===== src/hdl/pcl_pkg.sv =====
// shared types and constants of the positional circular list
`default_nettype none

package pcl_pkg;

    localparam int VAL_W = 32;
    localparam int CNT_W = 7;
    localparam int POS_W = 7;

    typedef enum logic [2:0] {
        MODE_INS_FIRST = 3'd0,
        MODE_INS_LAST  = 3'd1,
        MODE_INS_POS   = 3'd2,
        MODE_DEL_FIRST = 3'd3,
        MODE_DEL_LAST  = 3'd4,
        MODE_DEL_POS   = 3'd5,
        MODE_READOUT   = 3'd6,
        MODE_COUNT     = 3'd7
    } mode_t;

    typedef enum logic [1:0] {
        ST_OK      = 2'd0,
        ST_INVALID = 2'd1,
        ST_EMPTY   = 2'd2,
        ST_FULL    = 2'd3
    } status_t;

endpackage

`default_nettype wire


===== src/hdl/pcl_in_if.sv =====
// request channel: one operation per item
`default_nettype none

interface pcl_in_if;
    logic                             valid;
    logic                             ready;
    logic [2:0]                       mode;
    logic signed [pcl_pkg::VAL_W-1:0] item_value;
    logic [pcl_pkg::POS_W-1:0]        position;

    modport source (output valid, output mode, output item_value, output position,
                    input ready);
    modport sink   (input valid, input mode, input item_value, input position,
                    output ready);
endinterface

`default_nettype wire


===== src/hdl/pcl_out_if.sv =====
// result channel: status, count and readout values
`default_nettype none

interface pcl_out_if;
    logic                             valid;
    logic                             ready;
    logic signed [pcl_pkg::VAL_W-1:0] out_value;
    logic [1:0]                       status;
    logic [pcl_pkg::CNT_W-1:0]        entry_total;
    logic                             last_of_run;

    modport source (output valid, output out_value, output status, output entry_total,
                    output last_of_run, input ready);
    modport sink   (input valid, input out_value, input status, input entry_total,
                    input last_of_run, output ready);
endinterface

`default_nettype wire


===== src/hdl/positional_circular_list.sv =====
// top level: operation sequencer and output register around the list storage
//
//  channel | dir | payload                                      | handshake
//  req     | in  | mode, item_value, position                   | valid/ready
//  rsp     | out | out_value, status, entry_total, last_of_run  | valid/ready
//
// ready is high only while the sequencer is idle; one item at a time
// busy after accept: insert moves the entries from the target on one place up, then
// writes the item; delete moves later entries one place down; readout reads each entry
// each shift step is one read then one write through the single storage port pair
// reset clears the count and the sequencer; storage is not cleared
// a stalled result holds the sequencer, the held result is kept in the output register
`default_nettype none

module positional_circular_list #(
    parameter int CAPACITY = 16
) (
    input wire logic clk,
    input wire logic rst_n,
    pcl_in_if.sink   req,
    pcl_out_if.source rsp
);

    localparam int IDX_W = (CAPACITY > 1) ? $clog2(CAPACITY) : 1;
    localparam int CNT_W = pcl_pkg::CNT_W;
    localparam int VAL_W = pcl_pkg::VAL_W;
    localparam logic [CNT_W-1:0] CAP_CNT = CNT_W'(CAPACITY);

    typedef enum logic [2:0] {
        S_IDLE,
        S_STEP,
        S_MOVE,
        S_RO_RD,
        S_RO_OUT,
        S_RESP
    } state_t;

    state_t               state_reg, state_next;
    logic [CNT_W-1:0]     count_reg, count_next;
    logic [IDX_W-1:0]     ptr_reg, ptr_next;
    logic [IDX_W-1:0]     tgt_reg, tgt_next;
    logic                 ins_reg, ins_next;
    logic [VAL_W-1:0]     val_reg, val_next;
    pcl_pkg::status_t     pend_reg, pend_next;

    logic                 out_valid_reg, out_valid_next;
    logic [VAL_W-1:0]     out_value_reg, out_value_next;
    pcl_pkg::status_t     out_status_reg, out_status_next;
    logic [CNT_W-1:0]     out_total_reg, out_total_next;
    logic                 out_last_reg, out_last_next;

    logic                 wr_en;
    logic [IDX_W-1:0]     wr_addr;
    logic [VAL_W-1:0]     wr_data;
    logic                 rd_en;
    logic [IDX_W-1:0]     rd_addr;
    logic [VAL_W-1:0]     rd_data;

    logic                 in_fire;
    logic                 out_free;
    logic [CNT_W-1:0]     ptr_ext;
    logic [CNT_W-1:0]     pos_less;
    pcl_pkg::mode_t       mode_in;

    pcl_mem #(
        .DEPTH (CAPACITY)
    ) u_mem (
        .clk     (clk),
        .wr_en   (wr_en),
        .wr_addr (wr_addr),
        .wr_data (wr_data),
        .rd_en   (rd_en),
        .rd_addr (rd_addr),
        .rd_data (rd_data)
    );

    assign req.ready = (state_reg == S_IDLE);
    assign in_fire   = req.valid && req.ready;
    assign out_free  = !out_valid_reg || rsp.ready;
    assign ptr_ext   = {{(CNT_W-IDX_W){1'b0}}, ptr_reg};
    assign pos_less  = req.position - CNT_W'(1);
    assign mode_in   = pcl_pkg::mode_t'(req.mode);

    assign rsp.valid       = out_valid_reg;
    assign rsp.out_value   = out_value_reg;
    assign rsp.status      = out_status_reg;
    assign rsp.entry_total = out_total_reg;
    assign rsp.last_of_run = out_last_reg;

    always_comb
    begin
        state_next      = state_reg;
        count_next      = count_reg;
        ptr_next        = ptr_reg;
        tgt_next        = tgt_reg;
        ins_next        = ins_reg;
        val_next        = val_reg;
        pend_next       = pend_reg;
        out_valid_next  = out_valid_reg && !rsp.ready;
        out_value_next  = out_value_reg;
        out_status_next = out_status_reg;
        out_total_next  = out_total_reg;
        out_last_next   = out_last_reg;
        wr_en           = 1'b0;
        wr_addr         = ptr_reg;
        wr_data         = rd_data;
        rd_en           = 1'b0;
        rd_addr         = ptr_reg;

        case (state_reg)
            S_IDLE:
            begin
                if (in_fire)
                begin
                    val_next  = req.item_value;
                    pend_next = pcl_pkg::ST_OK;
                    case (mode_in)
                        pcl_pkg::MODE_INS_FIRST, pcl_pkg::MODE_INS_LAST,
                        pcl_pkg::MODE_INS_POS:
                        begin
                            ins_next = 1'b1;
                            ptr_next = count_reg[IDX_W-1:0];
                            if (count_reg >= CAP_CNT)
                            begin
                                pend_next  = pcl_pkg::ST_FULL;
                                state_next = S_RESP;
                            end
                            else if (mode_in == pcl_pkg::MODE_INS_FIRST)
                            begin
                                tgt_next   = '0;
                                state_next = S_STEP;
                            end
                            else if (mode_in == pcl_pkg::MODE_INS_LAST)
                            begin
                                tgt_next   = count_reg[IDX_W-1:0];
                                state_next = S_STEP;
                            end
                            else if (req.position == '0 || req.position > count_reg + CNT_W'(1))
                            begin
                                pend_next  = pcl_pkg::ST_INVALID;
                                state_next = S_RESP;
                            end
                            else
                            begin
                                tgt_next   = pos_less[IDX_W-1:0];
                                state_next = S_STEP;
                            end
                        end
                        pcl_pkg::MODE_DEL_FIRST, pcl_pkg::MODE_DEL_LAST,
                        pcl_pkg::MODE_DEL_POS:
                        begin
                            ins_next = 1'b0;
                            if (count_reg == '0)
                            begin
                                pend_next  = pcl_pkg::ST_EMPTY;
                                state_next = S_RESP;
                            end
                            else if (mode_in == pcl_pkg::MODE_DEL_FIRST)
                            begin
                                ptr_next   = '0;
                                state_next = S_STEP;
                            end
                            else if (mode_in == pcl_pkg::MODE_DEL_LAST)
                            begin
                                ptr_next   = IDX_W'(count_reg - CNT_W'(1));
                                state_next = S_STEP;
                            end
                            else if (req.position == '0 || req.position > count_reg)
                            begin
                                pend_next  = pcl_pkg::ST_INVALID;
                                state_next = S_RESP;
                            end
                            else
                            begin
                                ptr_next   = pos_less[IDX_W-1:0];
                                state_next = S_STEP;
                            end
                        end
                        pcl_pkg::MODE_READOUT:
                        begin
                            ptr_next = '0;
                            if (count_reg == '0)
                            begin
                                pend_next  = pcl_pkg::ST_EMPTY;
                                state_next = S_RESP;
                            end
                            else
                            begin
                                state_next = S_RO_RD;
                            end
                        end
                        default:
                        begin
                            state_next = S_RESP;
                        end
                    endcase
                end
            end
            S_STEP:
            begin
                if (ins_reg)
                begin
                    if (ptr_reg > tgt_reg)
                    begin
                        rd_en      = 1'b1;
                        rd_addr    = ptr_reg - IDX_W'(1);
                        state_next = S_MOVE;
                    end
                    else
                    begin
                        wr_en      = 1'b1;
                        wr_addr    = tgt_reg;
                        wr_data    = val_reg;
                        count_next = count_reg + CNT_W'(1);
                        state_next = S_RESP;
                    end
                end
                else
                begin
                    if (ptr_ext + CNT_W'(1) < count_reg)
                    begin
                        rd_en      = 1'b1;
                        rd_addr    = ptr_reg + IDX_W'(1);
                        state_next = S_MOVE;
                    end
                    else
                    begin
                        count_next = count_reg - CNT_W'(1);
                        state_next = S_RESP;
                    end
                end
            end
            S_MOVE:
            begin
                // entry fetched last cycle lands one place along
                wr_en      = 1'b1;
                wr_addr    = ptr_reg;
                wr_data    = rd_data;
                ptr_next   = ins_reg ? ptr_reg - IDX_W'(1) : ptr_reg + IDX_W'(1);
                state_next = S_STEP;
            end
            S_RO_RD:
            begin
                rd_en      = 1'b1;
                rd_addr    = ptr_reg;
                state_next = S_RO_OUT;
            end
            S_RO_OUT:
            begin
                if (out_free)
                begin
                    out_valid_next  = 1'b1;
                    out_value_next  = rd_data;
                    out_status_next = pcl_pkg::ST_OK;
                    out_total_next  = count_reg;
                    out_last_next   = (ptr_ext + CNT_W'(1) == count_reg);
                    if (ptr_ext + CNT_W'(1) == count_reg)
                    begin
                        state_next = S_IDLE;
                    end
                    else
                    begin
                        ptr_next   = ptr_reg + IDX_W'(1);
                        state_next = S_RO_RD;
                    end
                end
            end
            S_RESP:
            begin
                if (out_free)
                begin
                    out_valid_next  = 1'b1;
                    out_value_next  = '0;
                    out_status_next = pend_reg;
                    out_total_next  = count_reg;
                    out_last_next   = 1'b1;
                    state_next      = S_IDLE;
                end
            end
            default:
            begin
                state_next = S_IDLE;
            end
        endcase
    end

    always_ff @(posedge clk or negedge rst_n)
    begin
        if (!rst_n)
        begin
            state_reg      <= S_IDLE;
            count_reg      <= '0;
            ptr_reg        <= '0;
            tgt_reg        <= '0;
            ins_reg        <= 1'b0;
            val_reg        <= '0;
            pend_reg       <= pcl_pkg::ST_OK;
            out_valid_reg  <= 1'b0;
            out_value_reg  <= '0;
            out_status_reg <= pcl_pkg::ST_OK;
            out_total_reg  <= '0;
            out_last_reg   <= 1'b0;
        end
        else
        begin
            state_reg      <= state_next;
            count_reg      <= count_next;
            ptr_reg        <= ptr_next;
            tgt_reg        <= tgt_next;
            ins_reg        <= ins_next;
            val_reg        <= val_next;
            pend_reg       <= pend_next;
            out_valid_reg  <= out_valid_next;
            out_value_reg  <= out_value_next;
            out_status_reg <= out_status_next;
            out_total_reg  <= out_total_next;
            out_last_reg   <= out_last_next;
        end
    end

    // count never runs past the storage depth
    assert property (@(posedge clk) disable iff (!rst_n) count_reg <= CAP_CNT)
        else $error("entry count above capacity");

    // count moves by at most one per cycle
    assert property (@(posedge clk) disable iff (!rst_n)
        (count_reg == $past(count_reg)) || (count_reg == $past(count_reg) + CNT_W'(1))
        || (count_reg == $past(count_reg) - CNT_W'(1)))
        else $error("entry count jumped");

    // a full status is only reported on a full list
    assert property (@(posedge clk) disable iff (!rst_n)
        (out_valid_reg && out_status_reg == pcl_pkg::ST_FULL) |-> (out_total_reg == CAP_CNT))
        else $error("full status on a list with room");

    // a result that is not the last of its run only comes from readout
    assert property (@(posedge clk) disable iff (!rst_n)
        (out_valid_reg && !out_last_reg) |-> (state_reg == S_RO_RD || state_reg == S_RO_OUT))
        else $error("non-final result outside readout");

endmodule

`default_nettype wire


===== src/hdl/pcl_mem.sv =====
// list storage: one write port, one registered read port
`default_nettype none

module pcl_mem #(
    parameter int DEPTH = 16
) (
    input  wire logic                                       clk,
    input  wire logic                                       wr_en,
    input  wire logic [(DEPTH > 1 ? $clog2(DEPTH) : 1)-1:0] wr_addr,
    input  wire logic [pcl_pkg::VAL_W-1:0]                  wr_data,
    input  wire logic                                       rd_en,
    input  wire logic [(DEPTH > 1 ? $clog2(DEPTH) : 1)-1:0] rd_addr,
    output logic [pcl_pkg::VAL_W-1:0]                       rd_data
);

    logic [pcl_pkg::VAL_W-1:0] mem [DEPTH];

    always_ff @(posedge clk)
    begin
        if (wr_en)
        begin
            mem[wr_addr] <= wr_data;
        end
        if (rd_en)
        begin
            rd_data <= mem[rd_addr];
        end
    end

endmodule

`default_nettype wire


===== src/flat_wrapper.sv =====
// flat-port wrapper written by rule: the top's interface ports become plain ports
module positional_circular_list_flat 
#(
    parameter int CAPACITY = 16
)
  (clk, rst_n, req_valid, req_mode, req_item_value, req_position, req_ready, rsp_valid, rsp_out_value, rsp_status, rsp_entry_total, rsp_last_of_run, rsp_ready);
  pcl_in_if req_i ();
  pcl_out_if rsp_i ();
  input wire logic clk;
  input wire logic rst_n;
  input wire logic [$bits(req_i.valid)-1:0] req_valid;
  input wire logic [$bits(req_i.mode)-1:0] req_mode;
  input wire logic [$bits(req_i.item_value)-1:0] req_item_value;
  input wire logic [$bits(req_i.position)-1:0] req_position;
  output wire logic [$bits(req_i.ready)-1:0] req_ready;
  output wire logic [$bits(rsp_i.valid)-1:0] rsp_valid;
  output wire logic [$bits(rsp_i.out_value)-1:0] rsp_out_value;
  output wire logic [$bits(rsp_i.status)-1:0] rsp_status;
  output wire logic [$bits(rsp_i.entry_total)-1:0] rsp_entry_total;
  output wire logic [$bits(rsp_i.last_of_run)-1:0] rsp_last_of_run;
  input wire logic [$bits(rsp_i.ready)-1:0] rsp_ready;
  assign req_i.valid = req_valid;
  assign req_i.mode = req_mode;
  assign req_i.item_value = req_item_value;
  assign req_i.position = req_position;
  assign req_ready = req_i.ready;
  assign rsp_valid = rsp_i.valid;
  assign rsp_out_value = rsp_i.out_value;
  assign rsp_status = rsp_i.status;
  assign rsp_entry_total = rsp_i.entry_total;
  assign rsp_last_of_run = rsp_i.last_of_run;
  assign rsp_i.ready = rsp_ready;
  positional_circular_list #(.CAPACITY(CAPACITY)) u_core (.clk(clk), .rst_n(rst_n), .req(req_i), .rsp(rsp_i));
endmodule

===== config.mk =====
export PLATFORM = sky130hd
export DESIGN_NAME = positional_circular_list_flat
export DESIGN_NICKNAME = d
export VERILOG_FILES = /design/src/hdl/pcl_pkg.sv /design/src/hdl/pcl_in_if.sv /design/src/hdl/pcl_out_if.sv /design/src/hdl/positional_circular_list.sv /design/src/hdl/pcl_mem.sv /design/src/flat_wrapper.sv
export SDC_FILE = /design/constraint.sdc
export NUM_CORES = 1
export LEC_CHECK = 0
export ABC_AREA = 1
export BUFFER_PORTS_ARGS = -buffer_cell sky130_fd_sc_hd__buf_4
export CORE_AREA = 3 3 350 266
export DETAILED_ROUTE_END_ITERATION = 10
export DIE_AREA = 0 0 353 269
export SLEW_MARGIN = 20
export SYNTH_ARGS = -nofsm -noshare
export SYNTH_HDL_FRONTEND = slang
export SYNTH_SLANG_ARGS = --single-unit
export TNS_END_PERCENT = 30

===== constraint.sdc =====
create_clock -name clk -period 9.45 [get_ports clk]
set_clock_uncertainty 0.2 [all_clocks]
set_input_delay 2.835 -clock clk [delete_from_list [all_inputs] [get_ports clk]]
set_output_delay 2.835 -clock clk [all_outputs]
set_load 0.1 [all_outputs]

==> results.yml, run 1 <==
worst_setup_path:
  reg2reg_from: "u_core.ptr_reg[0]$_DFFE_PN0P_"
  worstSetupStartpoint: "u_core.ptr_reg[0]$_DFFE_PN0P_"
  ff2ff_path_depth: 17
  critPathCaptureType: "flip-flop"
  worst_ep_required_time_ns: 9.63
  endpoint: "u_core.u_mem.rd_data[25]$_DFFE_PP_"
  cp_data_arrival_time_ns: 5.33
  crit_fanout: 119
  path_class: "flip-flop to flip-flop"
  worst_setup_path_start_kind: "flip-flop"
  regToRegSetupSlack_ns: 4.30
  reg2reg_to: "u_core.u_mem.rd_data[25]$_DFFE_PP_"
die:
  initial_core_util: 0.321
  dieArea_mm2: 0.0950
  coreArea_mm2: 0.0895
  die_w_um: 353
  die_h_um: 269
  placementRows: 95
  pin_count: 90
finish:
  drive_gt1_frac: 0.0963
  n_antenna_cell: 0
  multiInputGateArea_mm2: 0.00783
  regArea_mm2: 0.0187
  area_growth_syn_to_layout_pct: 13.6
  layout.nets: 2934
  regMostFlops: "u_core.u_mem.mem"
  largest_register_ffs: 512
  fillers: 8859
  final_cells: 4121
synth:
  synth-main-ff-cell: "edfxtp_1"
  synth_top_family_by_area: "simple AND/OR/NAND/NOR gates"
  syn_nets: 2884
  yosys_register_bits: 640
  netlist_area_mm2: 0.0287
  yosysWarnings: 0
  synthAdderAreaFrac: 0.0122
  synth_edf_count: 544
  synth_compound_area_frac: 0.0270
  synth-simple-area-share: 0.222
  synth.avg_cell_area_um2: 10.2
  yosysSeqAreaShare: 0.652
  synthXorXnorAreaFrac: 0.00396
  muxShareOfSynthArea: 0
  synthArstFlopShare: 0.150
  netlist_instances: 2810
  ys_types: 35
timing:
  timing.fmax_ghz: 0.194
  fin_crit_sh: 0.545
  rsz0062_at_grt: "false"
  finalHoldViolCount: 0
  setup_tns_ns: 0
  period_minus_slack_ns: 5.15
  worst_slew_pin_slew_ns: 1.09
  slew_violations: 0
  slew_headroom: 0.272
  setup_viol: 0
pwr:
  power.density_mw_per_mm2: 386
  power.total_mw: 12.6
  ir_drop_mv: 0.264
  power.leakage_nw: 13.6
clock_tree:
  cts_tree: "built"
  numCtsBuffers: 58
  cts_sinks: 640
  h-tree-depth: 2
  ctsResizeCount: 0
  cts_setup_buffers: 0
  clk_pin_slew_ns: 0.07
  insertion_delay_ns: 0.63
  cts-root-buf: "clkbuf_16"
  hold_buffers: 0
  clockBufferDepth: 3
outcome:
  status: "finished clean"
grt:
  grt_util_met3: 0.0243
  antenna_found_initial: 1
  overflow: 0
  grt.busiest_layer: "met2"
  met1_usage: 0.236
  grt_pass1_vias: 18814
  grt_pass1_wl_mm: 118
  grt_max_degree: 120
  track_usage: 0.161
  use_met2: 0.253
placement:
  io_buffers: 89
  gp_congestion: 0.854
  placed_cells: 4012
  hpwl_mm: 39.6
flow_run:
  drv_cap: 0
detailed_routing:
  drc: 0
  dr_total_vias: 19955
  drtIter0Drc: 2244
  vias_per_cell: 4.84
  avgRoutedWirePerCell_um: 18.9
  dr.pass1.iters: 6
  ant_nets: 0
  wl_mm: 77.7
min_path:
  hold_path_class: "flip-flop to flip-flop"
## how the worst min path moves through the flow
stage                                          startpoint  depth (start not counted)  slack [ns]                               endpoint
global route        u_core.rsp.entry_total[1]$_DFFE_PN0P_                          2        0.30  u_core.rsp.entry_total[1]$_DFFE_PN0P_
detailed placement    u_core.rsp.out_value[0]$_DFFE_PN0P_                          2        0.27    u_core.rsp.out_value[0]$_DFFE_PN0P_
finish                u_core.rsp.out_value[0]$_DFFE_PN0P_                          2        0.28    u_core.rsp.out_value[0]$_DFFE_PN0P_
floorplan               u_core.u_mem.rd_data[0]$_DFFE_PP_                          2        0.27    u_core.rsp.out_value[0]$_DFFE_PN0P_
global placement     u_core.rsp.out_value[31]$_DFFE_PN0P_                          2        0.27   u_core.rsp.out_value[31]$_DFFE_PN0P_
CTS                   u_core.rsp.out_value[0]$_DFFE_PN0P_                          2        0.28    u_core.rsp.out_value[0]$_DFFE_PN0P_
## routing by layer
metal / part of all wire / wire [um]
met5: 0 / 0
met2: 0.44 / 34200
met3: 0.069 / 5380
met1: 0.47 / 36600
met4: 0.020 / 1550
## through the flow
stage	hold WS, ns	instance area (um^2)	utilization	setup WS, ns
after global placement	0.266	30700	0.343	4.32
after CTS	0.284	32600	0.364	4.31
after floorplan	0.271	28700	-	4.48
after detailed placement	0.267	30700	0.343	4.23
after global routing	0.303	32600	0.365	3.88
final	0.277	32600	0.365	4.30
## cell families (layout without fill, tap and decap cells)
group / Yosys count / count (layout)
flip-flops: 640 / 640
adder cells (fa/ha/maj): 28 / 28
buffers and inverters: 566 / 665
XOR/XNOR: 13 / 13
AND/OR/NAND/NOR: 1415 / 1415
AO/OA/AOI/OAI: 148 / 148
## cell usage after synthesis, drive strengths merged (2+ instances only)
cell type | count | share of area
a21oi | 17 | 0.0030
buf | 132 | 0.026
clkbuf | 28 | 0.0037
dfrtp | 96 | 0.084
edfxtp | 544 | 0.57
ha | 28 | 0.012
inv | 406 | 0.053
nand2 | 657 | 0.086
nand3 | 635 | 0.11
nand3b | 58 | 0.015
nand4 | 2 | 0.00044
nor2 | 51 | 0.0069
nor3 | 11 | 0.0019
o211ai | 2 | 0.00052
o21ai | 115 | 0.020
o221ai | 2 | 0.00061
o22ai | 8 | 0.0017
xnor2 | 4 | 0.0012
xor2 | 9 | 0.0027
## layout make-up
class	count	share of cell area
multi-input combinational	1604	0.240
clock buffer	86	0.0523
timing repair buffer	150	0.0345
clock inverter	23	0.00583
inverter	406	0.0468
tap	1212	0.0465
sequential	640	0.574
## worst max-delay path, stage by stage (launching register included)
cell,delay (ns)
dfrtp_1,0.53
inv_1,0.22
ha_1,0.39
ha_1,0.32
nand3_1,0.08
nand2_1,0.06
nand2_1,0.07
nand3_2,0.07
nand2_2,0.11
nand2_4,0.13
nand2_8,0.40
nand2_8,0.82
buf_4,0.86
nand2_1,0.13
nand3_1,0.12
nand3_1,0.08
nand3_1,0.10
nand2_1,0.08
## power breakdown
part	switching, mW	internal (mW)	leakage (nW)
clock network	1.05	1.33	0.934
logic	4.40	1.49	6.52
registers	0.215	4.11	6.12
total	5.67	6.93	13.6
## placed cells by master, fill, tap and decap left out, drive strengths merged
master and n:
clkinvlp 2, inv 405, or2 1, o32ai 1, o22ai 8, xor2 9
o211ai 2, nand4 2, o21bai 1, edfxtp 544, xnor2 4, nor3 11
dfrtp 96, nor2 51, o21ai 115, clkinv 19, ha 28, o221ai 2
a22oi 1, bufinv 3, nand3 635, buf 150, nand2 657, nand3b 58
a31oi 1, a21oi 17, clkbuf 86
Power figures use the tool's default switching activity.
==> inputs of run 2 (changes only) <==
==> constraint.sdc (replaced) <==
create_clock -name clk -period 4.4 [get_ports clk]
set_clock_uncertainty 0.2 [all_clocks]
set_input_delay 1.32 -clock clk [delete_from_list [all_inputs] [get_ports clk]]
set_output_delay 1.32 -clock clk [all_outputs]
set_load 0.1 [all_outputs]
==> run 2 against run 1 <==
Clock power rose by 140%. Fmax rose by 33%. First-iteration DRC count increased by 3.3%. Sequential power rose by 120%. Worst hold slack improved by 0.0026 ns. Design area is 2.5% higher. Utilization is 0.91 points higher. Power up 120%. Register-to-register slack worse by 3.8 ns. Global-route usage rose by 0.21 points. Via count increased by 0.72%. Largest power group unchanged.
==> results.yml, run 2 (synthesized netlist as in run 1, its figures left out) <==
worst_setup_path:
  cp_cell_sequence: "inv_1 -> ha_1 -> ha_1 -> nand3_1 -> nand2_1 -> nand2_1 -> nand3_2 -> nand2_2 -> nand2_4 -> nand2_8 -> buf_12 -> nand3_1 -> nand3_1 -> nand3_1 -> nand3_1 -> nand2_1"
  slowest_delay_ns: 0.54
  reg2reg_from: "u_core.ptr_reg[0]$_DFFE_PN0P_"
  worst-path-buf-inv: 2
  cp_data_arrival_time_ns: 4.02
  cp_slowest_cell: "dfrtp_1"
  ff2ff_path_depth: 16
  critPathCaptureType: "flip-flop"
  regToRegSetupSlack_ns: 0.53
  path_class: "flip-flop to flip-flop"
  worst_setup_path_start_kind: "flip-flop"
  cp_common_cell: "nand3_1"
  crit_fanout: 117
  worst_ep_required_time_ns: 4.55
  reg2reg_to: "u_core.u_mem.rd_data[7]$_DFFE_PP_"
  critPathTopFamily: "simple AND/OR/NAND/NOR gates"
clock_tree:
  cts_setup_buffers: 0
  insertion_delay_ns: 0.61
  clockBufferDepth: 3
  clk_pin_slew_ns: 0.06
  numCtsBuffers: 66
  cts_sinks: 640
  cts-root-buf: "clkbuf_16"
  ctsResizeCount: 0
  h-tree-depth: 3
  cts_tree: "built"
  hold_buffers: 0
min_path:
  holdPathEnd: "u_core.rsp.out_value[9]$_DFFE_PN0P_"
  hold_path.startpoint: "u_core.rsp.out_value[9]$_DFFE_PN0P_"
  whs_path_depth: 2
  hold_path_class: "flip-flop to flip-flop"
detailed_routing:
  wl_mm: 78.4
  vias_per_cell: 4.83
  drtIter0Drc: 2319
  dr.pass1.iters: 6
  dr_total_vias: 20099
  ant_nets: 0
  drc: 0
  avgRoutedWirePerCell_um: 18.8
grt:
  grt_pass1_vias: 18879
  grt_pass1_wl_mm: 119
  grt_util_met3: 0.0297
  antenna_found_initial: 0
  grt.busiest_layer: "met2"
  track_usage: 0.163
  use_met2: 0.257
  met1_usage: 0.235
  overflow: 0
  grt_max_degree: 140
pwr:
  power.density_mw_per_mm2: 842
  switchingPower_mw: 12.4
  power.total_mw: 28.2
  p_sw_frac: 0.439
  p_int_mw: 15.8
  combPwrFrac: 0.469
  clkPwrFrac: 0.202
  seq_power_share: 0.330
  power.leakage_nw: 14.0
  ir_drop_mv: 0.967
finish:
  largest_register_ffs: 512
  layout_commonest_cell: "nand2_1"
  postLayoutCellArea_mm2: 0.0335
  fillers: 8762
  regMostFlops: "u_core.u_mem.mem"
  layout_common_cells: "nand2_1 (651), nand3_1 (632), edfxtp_1 (544)"
  postLayoutCoreUtil: 0.374
  regArea_mm2: 0.0187
  layout.nets: 2972
  area_growth_syn_to_layout_pct: 16.5
  multiInputGateArea_mm2: 0.00781
  drive_gt1_frac: 0.106
die:
  dieArea_mm2: 0.0950
  initial_core_util: 0.321
  die_h_um: 269
  coreArea_mm2: 0.0895
  die_w_um: 353
  pin_count: 90
  placementRows: 95
placement:
  gp_congestion: 0.844
  postPlaceCellArea_mm2: 0.0313
  dp_slack_ns: 0.586
  hpwl_mm: 42.4
  io_buffers: 89
timing:
  slew_headroom: 0.446
  postLayoutSetupSlackWorst_ns: 0.527
  slew_violations: 0
  finalHoldViolCount: 0
  period_minus_slack_ns: 3.87
  setup_viol: 0
  worst_slew_pin_slew_ns: 0.824
  timing.fmax_ghz: 0.258
  fin_crit_sh: 0.880
  setup_tns_ns: 0
  rsz0062_at_grt: "false"
flow_run:
  drv_cap: 0
outcome:
  status: "finished clean"
==> run 2: final cells by class <==
type / count / area share
multi-input cells: 1604 / 0.234
diodes: 1 / 0.0000748
clock buffers: 89 / 0.0560
inverters: 406 / 0.0456
flip-flops and latches: 640 / 0.560
repair buffers: 180 / 0.0501
clock inverters: 30 / 0.00913
well taps: 1212 / 0.0453
==> run 2: worst max-delay path by stage <==
stage / slack (ns) / startpoint / depth (start not counted) / endpoint
after global routing: 0.28 / u_core.ptr_reg[0]$_DFFE_PN0P_ / 18 / u_core.u_mem.rd_data[19]$_DFFE_PP_
after global placement: 0.63 / u_core.ptr_reg[0]$_DFFE_PN0P_ / 18 / u_core.u_mem.rd_data[3]$_DFFE_PP_
final: 0.53 / u_core.ptr_reg[0]$_DFFE_PN0P_ / 16 / u_core.u_mem.rd_data[7]$_DFFE_PP_
after CTS: 0.56 / u_core.ptr_reg[0]$_DFFE_PN0P_ / 18 / u_core.u_mem.rd_data[7]$_DFFE_PP_
after floorplan: 0.68 / u_core.ptr_reg[0]$_DFFE_PN0P_ / 12 / u_core.u_mem.mem[0][0]$_DFFE_PP_
after detailed placement: 0.59 / u_core.ptr_reg[0]$_DFFE_PN0P_ / 18 / u_core.u_mem.rd_data[3]$_DFFE_PP_
==> run 2: metal layers <==
metal  vias to the layer above  routed length, um
met5                         -                  0
met3                        91               5600
met1                      9690              36100
li1                       9597                  -
met2                       721              35200
met4                         0               1460
==> run 2: power by group through the flow <==
stage	logic [mW]	registers (mW)	clock network [mW]
after CTS	13.2	9.29	5.82
after global routing	14.6	9.38	6.07
final	13.2	9.29	5.68
after detailed placement	13.2	9.41	0
after floorplan	7.76	10.5	0
after global placement	13.1	9.40	0
==> run 2: through the flow <==
step / cells / hold WS [ns]
after CTS: 4161 / 0.283
after floorplan: 2810 / 0.271
final: 4162 / 0.279
after global placement: 4042 / 0.267
after detailed placement: 4042 / 0.268
after global routing: 4161 / 0.299
==> run 2: worst register-to-register path: cells and delay by family, from the launching register on <==
family / cells / cell delay, ns
AND/OR/NAND/NOR: 12 / 1.58
adder cells (fa/ha/maj): 2 / 0.69
buffers and inverters: 2 / 0.61
flip-flops: 1 / 0.54
